[src/rtl/core/tca_pkg.sv]
// ----------------------------------------------------------------------------
// tca_pkg
// shared types, widths and constants of the four channel temperature alarm
// ----------------------------------------------------------------------------
package tca_pkg;

  localparam int unsigned CH_MAX     = 4;
  localparam int unsigned MV_W       = 12;
  localparam int unsigned TEMP_W     = 14;
  localparam int unsigned LVL_W      = 2;
  localparam int unsigned LIMIT_W    = 14;
  localparam int unsigned BAND_W     = 12;
  localparam int unsigned CV_W       = 9;   // hundredths of a volt, 0..300
  localparam int unsigned CMP_W      = 16;  // threshold sums, no wrap
  localparam int unsigned IN_DATA_W  = 48;
  localparam int unsigned OUT_DATA_W = 72;
  localparam int unsigned ADDR_W     = 4;
  localparam int unsigned APB_DATA_W = 32;

  localparam int unsigned CH_DEFAULT = 4;

  localparam logic [LIMIT_W-1:0] PREV_RESET  = LIMIT_W'(8000);
  localparam logic [LIMIT_W-1:0] EMERG_RESET = LIMIT_W'(11000);
  localparam logic [BAND_W-1:0]  BAND_RESET  = BAND_W'(200);

  localparam logic [CV_W-1:0]   CV_MAX     = CV_W'(300);
  localparam logic [15:0]       RECIP_TEN  = 16'd52429;  // 2^19 / 10, rounded up
  localparam int unsigned       TEN_SHIFT  = 19;
  localparam logic [15:0]       RECIP_THREE = 16'd43691; // 2^17 / 3, rounded up
  localparam int unsigned       THREE_SHIFT = 17;
  localparam logic [TEMP_W-1:0] TEMP_BASE  = TEMP_W'(3000);

  typedef enum logic [1:0] {
    REG_PREV  = 2'd0,
    REG_EMERG = 2'd1,
    REG_BAND  = 2'd2
  } reg_idx_e;

  typedef enum logic [LVL_W-1:0] {
    LVL_NORMAL  = 2'd0,
    LVL_PREVENT = 2'd1,
    LVL_EMERG   = 2'd2
  } lvl_e;

  typedef struct packed {
    logic adv;      // pipeline moves this cycle
    logic s3_load;  // stage two holds an item reaching the state update
  } lane_ctrl_t;

  typedef struct packed {
    logic [LIMIT_W-1:0] prev_limit;
    logic [LIMIT_W-1:0] emerg_limit;
    logic [BAND_W-1:0]  band;
  } cfg_t;

  typedef struct packed {
    logic [TEMP_W-1:0] temp;
    lvl_e              level;
    logic              changed;
  } lane_res_t;

endpackage

[src/rtl/core/tca_lane.sv]
// ----------------------------------------------------------------------------
// tca_lane
// one channel: millivolt to temperature conversion and alarm level update
// ----------------------------------------------------------------------------
module tca_lane
  import tca_pkg::*;
(
  input  logic              clk_i,
  input  logic              rst_ni,
  input  lane_ctrl_t        ctrl_i,
  input  cfg_t              cfg_i,
  input  logic [MV_W-1:0]   volts_i,
  output lane_res_t         res_o
);

  logic [CV_W-1:0]   cv_q, cv_d;
  logic [TEMP_W-1:0] temp_q, temp_d;
  lvl_e              level_q, level_d;

  logic [MV_W:0]     mv_rnd;
  logic [28:0]       div_ten;
  logic [9:0]        cv_raw;
  logic [15:0]       scaled;
  logic [31:0]       div_three;
  logic [CMP_W-1:0]  t_w, p_w, e_w, b_w;

  // stage one: (mv + 5) / 10, clamped
  always_comb begin
    mv_rnd  = {1'b0, volts_i} + (MV_W+1)'(5);
    div_ten = 29'(mv_rnd) * 29'(RECIP_TEN);
    cv_raw  = div_ten[TEN_SHIFT +: 10];
    cv_d    = (cv_raw > 10'(CV_MAX)) ? CV_MAX : cv_raw[CV_W-1:0];
  end

  // stage two: 3000 + (v * 110 + 1) / 3
  always_comb begin
    scaled    = (16'(cv_q) << 7) - (16'(cv_q) << 4) - (16'(cv_q) << 1) + 16'd1;
    div_three = 32'(scaled) * 32'(RECIP_THREE);
    temp_d    = TEMP_BASE + div_three[THREE_SHIFT +: TEMP_W];
  end

  // stage three: next level
  always_comb begin
    t_w = CMP_W'(temp_q);
    p_w = CMP_W'(cfg_i.prev_limit);
    e_w = CMP_W'(cfg_i.emerg_limit);
    b_w = CMP_W'(cfg_i.band);
    level_d = level_q;
    case (level_q)
      LVL_NORMAL: begin
        if (t_w > p_w + b_w) level_d = LVL_PREVENT;
      end
      LVL_PREVENT: begin
        if (t_w > e_w + b_w) level_d = LVL_EMERG;
        else if (t_w + b_w < p_w) level_d = LVL_NORMAL;
      end
      LVL_EMERG: begin
        if (t_w + b_w < e_w) level_d = LVL_PREVENT;
      end
      default: level_d = LVL_NORMAL;
    endcase
  end

  always_comb begin
    res_o.temp    = temp_q;
    res_o.level   = level_d;
    res_o.changed = (level_d != level_q);
  end

  always_ff @(posedge clk_i) begin
    if (ctrl_i.adv) begin
      cv_q   <= cv_d;
      temp_q <= temp_d;
    end
  end

  always_ff @(posedge clk_i or negedge rst_ni) begin
    if (!rst_ni) begin
      level_q <= LVL_NORMAL;
    end else if (ctrl_i.s3_load) begin
      level_q <= level_d;
    end
  end

endmodule

[src/rtl/core/tca_merge.sv]
// ----------------------------------------------------------------------------
// tca_merge
// gathers the lane results into the output register of the result stream
// ----------------------------------------------------------------------------
module tca_merge
  import tca_pkg::*;
(
  input  logic                  clk_i,
  input  logic                  rst_ni,
  input  lane_ctrl_t            ctrl_i,
  input  lane_res_t [CH_MAX-1:0] res_i,
  output logic                  valid_o,
  output logic [OUT_DATA_W-1:0] data_o
);

  logic                  valid_q, valid_d;
  logic [OUT_DATA_W-1:0] data_q, data_d;
  logic [CH_MAX-1:0]     mask;

  always_comb begin
    data_d = '0;
    for (int i = 0; i < CH_MAX; i++) begin
      mask[i] = res_i[i].changed;
      data_d[i*TEMP_W +: TEMP_W] = res_i[i].temp;
      data_d[CH_MAX*TEMP_W + i*LVL_W +: LVL_W] = res_i[i].level;
    end
    data_d[CH_MAX*(TEMP_W+LVL_W) +: CH_MAX] = mask;
    valid_d = ctrl_i.adv ? ctrl_i.s3_load : valid_q;
  end

  always_ff @(posedge clk_i or negedge rst_ni) begin
    if (!rst_ni) begin
      valid_q <= 1'b0;
    end else begin
      valid_q <= valid_d;
    end
  end

  always_ff @(posedge clk_i) begin
    if (ctrl_i.s3_load) begin
      data_q <= data_d;
    end
  end

  assign valid_o = valid_q;
  assign data_o  = data_q;

endmodule

[src/rtl/core/four_channel_temperature_alarm.sv]
// ----------------------------------------------------------------------------
// four_channel_temperature_alarm
// four millivolt channels to temperature with a three level hysteresis alarm
// ----------------------------------------------------------------------------
// usage:
//   slave stream: one transfer carries four 12 bit millivolt samples
//   master stream: four temperatures in 0.01 degree, four new alarm levels
//   and a mask of channels whose level changed
//   apb port: preventive limit at 0x0, emergency limit at 0x4, band at 0x8,
//   write only while no transfer is in flight
// throughput: one transfer per cycle when not stalled; each lane has a three stage pipeline
//   (divide by ten, scale by 110/3, level update) and the level register
//   closes its loop in the last stage alone
// reset: all levels normal, limits 8000 / 11000, band 200, pipeline empty
// stall: while a result waits on the master side the whole pipeline holds
//   and s_axis_tready is low; bubbles ahead of the output are not squeezed
// unused lanes (index at or above CHANNELS) report zero
// ----------------------------------------------------------------------------
module four_channel_temperature_alarm
  import tca_pkg::*;
#(
  parameter int unsigned CHANNELS = CH_DEFAULT
) (
  input  logic                  clk_i,
  input  logic                  rst_ni,
  input  logic                  s_axis_tvalid,
  output logic                  s_axis_tready,
  input  logic [IN_DATA_W-1:0]  s_axis_tdata,   // volts_a, volts_b, volts_c, volts_d
  output logic                  m_axis_tvalid,
  input  logic                  m_axis_tready,
  output logic [OUT_DATA_W-1:0] m_axis_tdata,   // temp_a..temp_d, level_a..level_d,
                                                // changed_mask, zero pad
  input  logic                  psel,
  input  logic                  penable,
  input  logic                  pwrite,
  input  logic [ADDR_W-1:0]     paddr,
  input  logic [APB_DATA_W-1:0] pwdata,
  output logic [APB_DATA_W-1:0] prdata,
  output logic                  pready
);

  cfg_t        cfg_q;
  lane_ctrl_t  ctrl;
  logic        v1_q, v2_q;
  logic        stall;
  logic        cfg_wr;
  reg_idx_e    reg_idx;
  lane_res_t [CH_MAX-1:0] res;

  // configuration port
  assign pready  = 1'b1;
  assign cfg_wr  = psel && penable && pwrite && pready;
  assign reg_idx = reg_idx_e'(paddr[ADDR_W-1:2]);

  always_ff @(posedge clk_i or negedge rst_ni) begin
    if (!rst_ni) begin
      cfg_q.prev_limit  <= PREV_RESET;
      cfg_q.emerg_limit <= EMERG_RESET;
      cfg_q.band        <= BAND_RESET;
    end else if (cfg_wr) begin
      case (reg_idx)
        REG_PREV:  cfg_q.prev_limit  <= pwdata[LIMIT_W-1:0];
        REG_EMERG: cfg_q.emerg_limit <= pwdata[LIMIT_W-1:0];
        REG_BAND:  cfg_q.band        <= pwdata[BAND_W-1:0];
        default: ;
      endcase
    end
  end

  always_comb begin
    case (reg_idx)
      REG_PREV:  prdata = APB_DATA_W'(cfg_q.prev_limit);
      REG_EMERG: prdata = APB_DATA_W'(cfg_q.emerg_limit);
      REG_BAND:  prdata = APB_DATA_W'(cfg_q.band);
      default:   prdata = '0;
    endcase
  end

  // pipeline control
  assign stall         = m_axis_tvalid && !m_axis_tready;
  assign s_axis_tready = !stall;

  always_comb begin
    ctrl.adv     = !stall;
    ctrl.s3_load = !stall && v2_q;
  end

  always_ff @(posedge clk_i or negedge rst_ni) begin
    if (!rst_ni) begin
      v1_q <= 1'b0;
      v2_q <= 1'b0;
    end else if (ctrl.adv) begin
      v1_q <= s_axis_tvalid;
      v2_q <= v1_q;
    end
  end

  // lanes
  for (genvar g = 0; g < CH_MAX; g++) begin : g_lane
    if (g < CHANNELS) begin : g_on
      tca_lane u_lane (
        .clk_i   (clk_i),
        .rst_ni  (rst_ni),
        .ctrl_i  (ctrl),
        .cfg_i   (cfg_q),
        .volts_i (s_axis_tdata[g*MV_W +: MV_W]),
        .res_o   (res[g])
      );
    end else begin : g_off
      assign res[g] = '0;
    end
  end

  tca_merge u_merge (
    .clk_i   (clk_i),
    .rst_ni  (rst_ni),
    .ctrl_i  (ctrl),
    .res_i   (res),
    .valid_o (m_axis_tvalid),
    .data_o  (m_axis_tdata)
  );

  // checks
  a_stall_hold : assert property (@(posedge clk_i) disable iff (!rst_ni)
    (m_axis_tvalid && !m_axis_tready) |=> (m_axis_tvalid && $stable(m_axis_tdata)))
    else $error("result changed while stalled");

  a_ready_rule : assert property (@(posedge clk_i) disable iff (!rst_ni)
    s_axis_tready == !(m_axis_tvalid && !m_axis_tready))
    else $error("input ready does not follow output stall");

  a_level_code : assert property (@(posedge clk_i) disable iff (!rst_ni)
    m_axis_tvalid |-> (m_axis_tdata[57:56] != 2'd3 && m_axis_tdata[59:58] != 2'd3 &&
                       m_axis_tdata[61:60] != 2'd3 && m_axis_tdata[63:62] != 2'd3))
    else $error("undefined alarm level reported");

  a_lane_update : assert property (@(posedge clk_i) disable iff (!rst_ni)
    ctrl.s3_load |=> m_axis_tvalid)
    else $error("level update without a result");

endmodule

[config.mk]
export PLATFORM = sky130hd
export DESIGN_NAME = four_channel_temperature_alarm
export DESIGN_NICKNAME = d
export VERILOG_FILES = /design/src/rtl/core/tca_pkg.sv /design/src/rtl/core/tca_lane.sv /design/src/rtl/core/tca_merge.sv /design/src/rtl/core/four_channel_temperature_alarm.sv
export SDC_FILE = /design/constraint.sdc
export NUM_CORES = 2
export LEC_CHECK = 0
export BUFFER_PORTS_ARGS = -buffer_cell sky130_fd_sc_hd__buf_2
export CAP_MARGIN = 0
export CORE_UTILIZATION = 50
export DETAILED_ROUTE_END_ITERATION = 10
export GPL_TIMING_DRIVEN = 0
export PLACE_DENSITY = 0.67
export RECOVER_POWER = 100
export SETUP_SLACK_MARGIN = 0.05
export SYNTH_ARGS = -nofsm -noshare
export SYNTH_HDL_FRONTEND = slang
export SYNTH_HIERARCHICAL = 1
export SYNTH_SLANG_ARGS = --single-unit
[constraint.sdc]
create_clock -name clk_i -period 15.6 [get_ports clk_i]
set_input_delay 3.9 -clock clk_i [delete_from_list [all_inputs] [get_ports clk_i]]
set_output_delay 3.9 -clock clk_i [all_outputs]
set_load 0.05 [all_outputs]
==> results.json <==
{
  "critical_path_class": "in2out",
  "synth-async-reset-ratio": 0.2417,
  "overflow": 0,
  "grt_pass1_vias": 39830,
  "timing.final.ws_setup_ns": 5.104,
  "cp-start-kind": "input port",
  "cp.required_ns": 11.70,
  "clockBufferDepth": 3,
  "via_per_inst": 5.489,
  "regArea_um2": 6102,
  "drt_wl_total_mm": 128.9,
  "cts_max_level": 1,
  "worst_pin_slew_ns": 3.633,
  "ys_ff_latch": 211,
  "drt-pass1-iter-count": 8,
  "cts_tree": "built",
  "grt_max_degree": 61,
  "slew_headroom": -1.422,
  "ctsResizeCount": 0,
  "final_cell_mix": "ha_1, inv_1, fa_1, a21oi_1, xnor2_1",
  "finalHoldViolations": 0,
  "drtIter0Drc": 2218,
  "multi_input_area_um2": 42700,
  "postCtsSetupBuffers": 0,
  "drc": 14,
  "dp_cells": 7253,
  "synthCells": 5687,
  "grtUsageTotal": 0.2387,
  "syn2layout_area_growth_pct": 6.135,
  "setup_violations": 0,
  "ios": 198,
  "cts.sinks": 211,
  "fin_nets": 7779,
  "layout_commonest_cell": "ha_1",
  "grt_first_pass_wirelength_mm": 207.6,
  "maxCapViolCount": 5,
  "avgSynthCellArea_um2": 9.402,
  "dieWidth_um": 329.0,
  "synth-edff-count": 160,
  "cts_root_buf": "clkbuf_16",
  "yosysSeqAreaShare": 0.1141,
  "status": "finished with violations",
  "critical_path.max_fanout": 60,
  "min_period_over_period": 0.6728,
  "drive_above_1_share": 0.04549,
  "violations": "design-rule violations, max-capacitance violations, max-slew violations",
  "dieArea_um2": 108300,
  "gp_congestion": 0.9273,
  "fin_cells": 7305,
  "clk_latency_ns": 0.61,
  "hold_path_class": "reg2reg",
  "cp-end-kind": "output pin",
  "dp_slack_ns": 5.000,
  "ant_nets": 0,
  "antenna_cells": 0,
  "vias": 40100,
  "synth_area_um2": 53470,
  "regToRegSetupSlack_ns": 5.73,
  "ys_types": 115,
  "arrival_ns": 6.60,
  "wl_per_cell_um": 17.65,
  "drv_slew": 203,
  "fmax_mhz": 95.27,
  "period_minus_slack_ns": 10.50,
  "core_area_um2": 105700,
  "antenna_found_initial": 1,
  "io_buffers": 153,
  "die_h_um": 329.0,
  "finalSetupTns_ns": 0,
  "cts_hold_buf": 0,
  "start_util": 0.5058,
  "yosys_most_used_dff": "edfxtp_1",
  "rsz0062_at_grt": "no",
  "clk_pin_slew_worst_paths_ns": 0.06,
  "num_rows": 119,
  "fillers": 9677,
  "ys_warn_count": 6,
  "cts-buffers-inserted": 28,
  "skew_ns": 0.01883,
  "hpwl_mm": 108.8
}
==> final cells by class <==
cell class | count | share of cell area
flip-flops and latches | 211 | 0.1075
multi-input cells | 4291 | 0.7525
repair buffers | 155 | 0.01208
well taps | 1391 | 0.03067
plain buffers | 48 | 0.004916
clock buffers | 33 | 0.01305
clock inverters | 19 | 0.002756
inverters | 1157 | 0.07652
==> cells by family (layout without fill, tap and decap cells) <==
family,after synthesis,after routing,synth area share
AOI/OAI and AO/OA,1119,1119,0.1418
xor gates and xnor gates,362,362,0.06011
adders and majority gates,1796,1796,0.4944
buffers and inverters,1205,1412,0.08667
DFF,211,211,0.1141
muxes,73,73,0.01579
other,3,23,0.0002106
and+or+nand+nor,918,918,0.08686
==> Yosys cell counts, types with 11 or more instances <==
cell type | count | area [µm²]
nor3_1 | 62 | 310.3
o31ai_1 | 13 | 97.59
o311ai_0 | 12 | 105.1
o31a_1 | 14 | 122.6
nand3_1 | 97 | 485.5
and2_1 | 21 | 131.4
o22ai_1 | 12 | 75.07
a21o_1 | 174 | 1306
edfxtp_1 | 160 | 4805
xnor2_1 | 243 | 2128
nor2_1 | 242 | 908.4
ha_1 | 1268 | 15870
o211ai_1 | 27 | 202.7
dfstp_2 | 17 | 446.7
and4_1 | 17 | 148.9
a211o_1 | 17 | 148.9
buf_4 | 24 | 180.2
mux2i_1 | 24 | 240.2
a21boi_0 | 14 | 105.1
nand4_1 | 44 | 275.3
o21ai_1 | 24 | 120.1
a211oi_1 | 39 | 292.8
nor2b_1 | 57 | 356.6
o21ai_0 | 159 | 795.8
mux2_2 | 37 | 416.7
o21bai_1 | 63 | 473.0
dfrtp_1 | 34 | 850.8
a21oi_1 | 319 | 1597
inv_1 | 1154 | 4332
clkbuf_1 | 17 | 63.81
or3_1 | 25 | 156.4
and3_1 | 47 | 294.0
xor2_1 | 116 | 1016
fa_1 | 528 | 10570
mux2_4 | 11 | 165.2
nand2b_1 | 44 | 275.3
nand2_1 | 184 | 690.7
o21a_1 | 67 | 503.0
a31oi_1 | 17 | 106.4
or2_2 | 18 | 112.6
==> routing by layer <==
layer | GRT usage | share of wire
met5 | 0 | 0
met4 | 0.04257 | 0.018
met3 | 0.02963 | 0.052
met2 | 0.3969 | 0.45
met1 | 0.3346 | 0.48
==> registers in the layout (all words and copies together) (netlist names) <==
name	flops
u_merge/data_o	68
g_lane.g_on.u_lane/temp_q	56
cfg_q	40
g_lane.g_on.u_lane/cv_q	36
g_lane.g_on.u_lane/level_q	8
u_merge/valid_o	1
v1_q	1
v2_q	1
==> stage by stage <==
stage,area (µm²),hold slack [ns],util
6_report,56750,0.5032,0.5368
5_1_grt,56750,0.5335,0.5368
4_1_cts,57020,0.5097,0.5393
3_5_place_dp,56120,0.4947,0.5309
3_3_place_gp,56050,0.4812,0.5302
2_1_floorplan,53550,0.4543,-
==> path summary, 6_finish.rpt <==
kind	startpoint	end	cells after the start
min	v2_q	v2_q	1
min reg2reg	v2_q	v2_q	1
min in group asynchronous	rst_ni	cfg_q[10]	1
max	m_axis_tready	s_axis_tready	4
max in group asynchronous	rst_ni	g_lane[3].g_on.u_lane/level_q[1]	1
max reg2reg	g_lane[3].g_on.u_lane/cv_q[0]	g_lane[3].g_on.u_lane/temp_q[13]	34
==> worst max-delay path, stage by stage <==
cell,delay (ns)
clkbuf_1,0.16
nand2b_1,1.55
buf_16,0.36
clkbuf_1,0.54
Power is left out: the tool's default activity adds up to more than one toggle a clock period on the data nets, which glitch-free logic cannot reach.
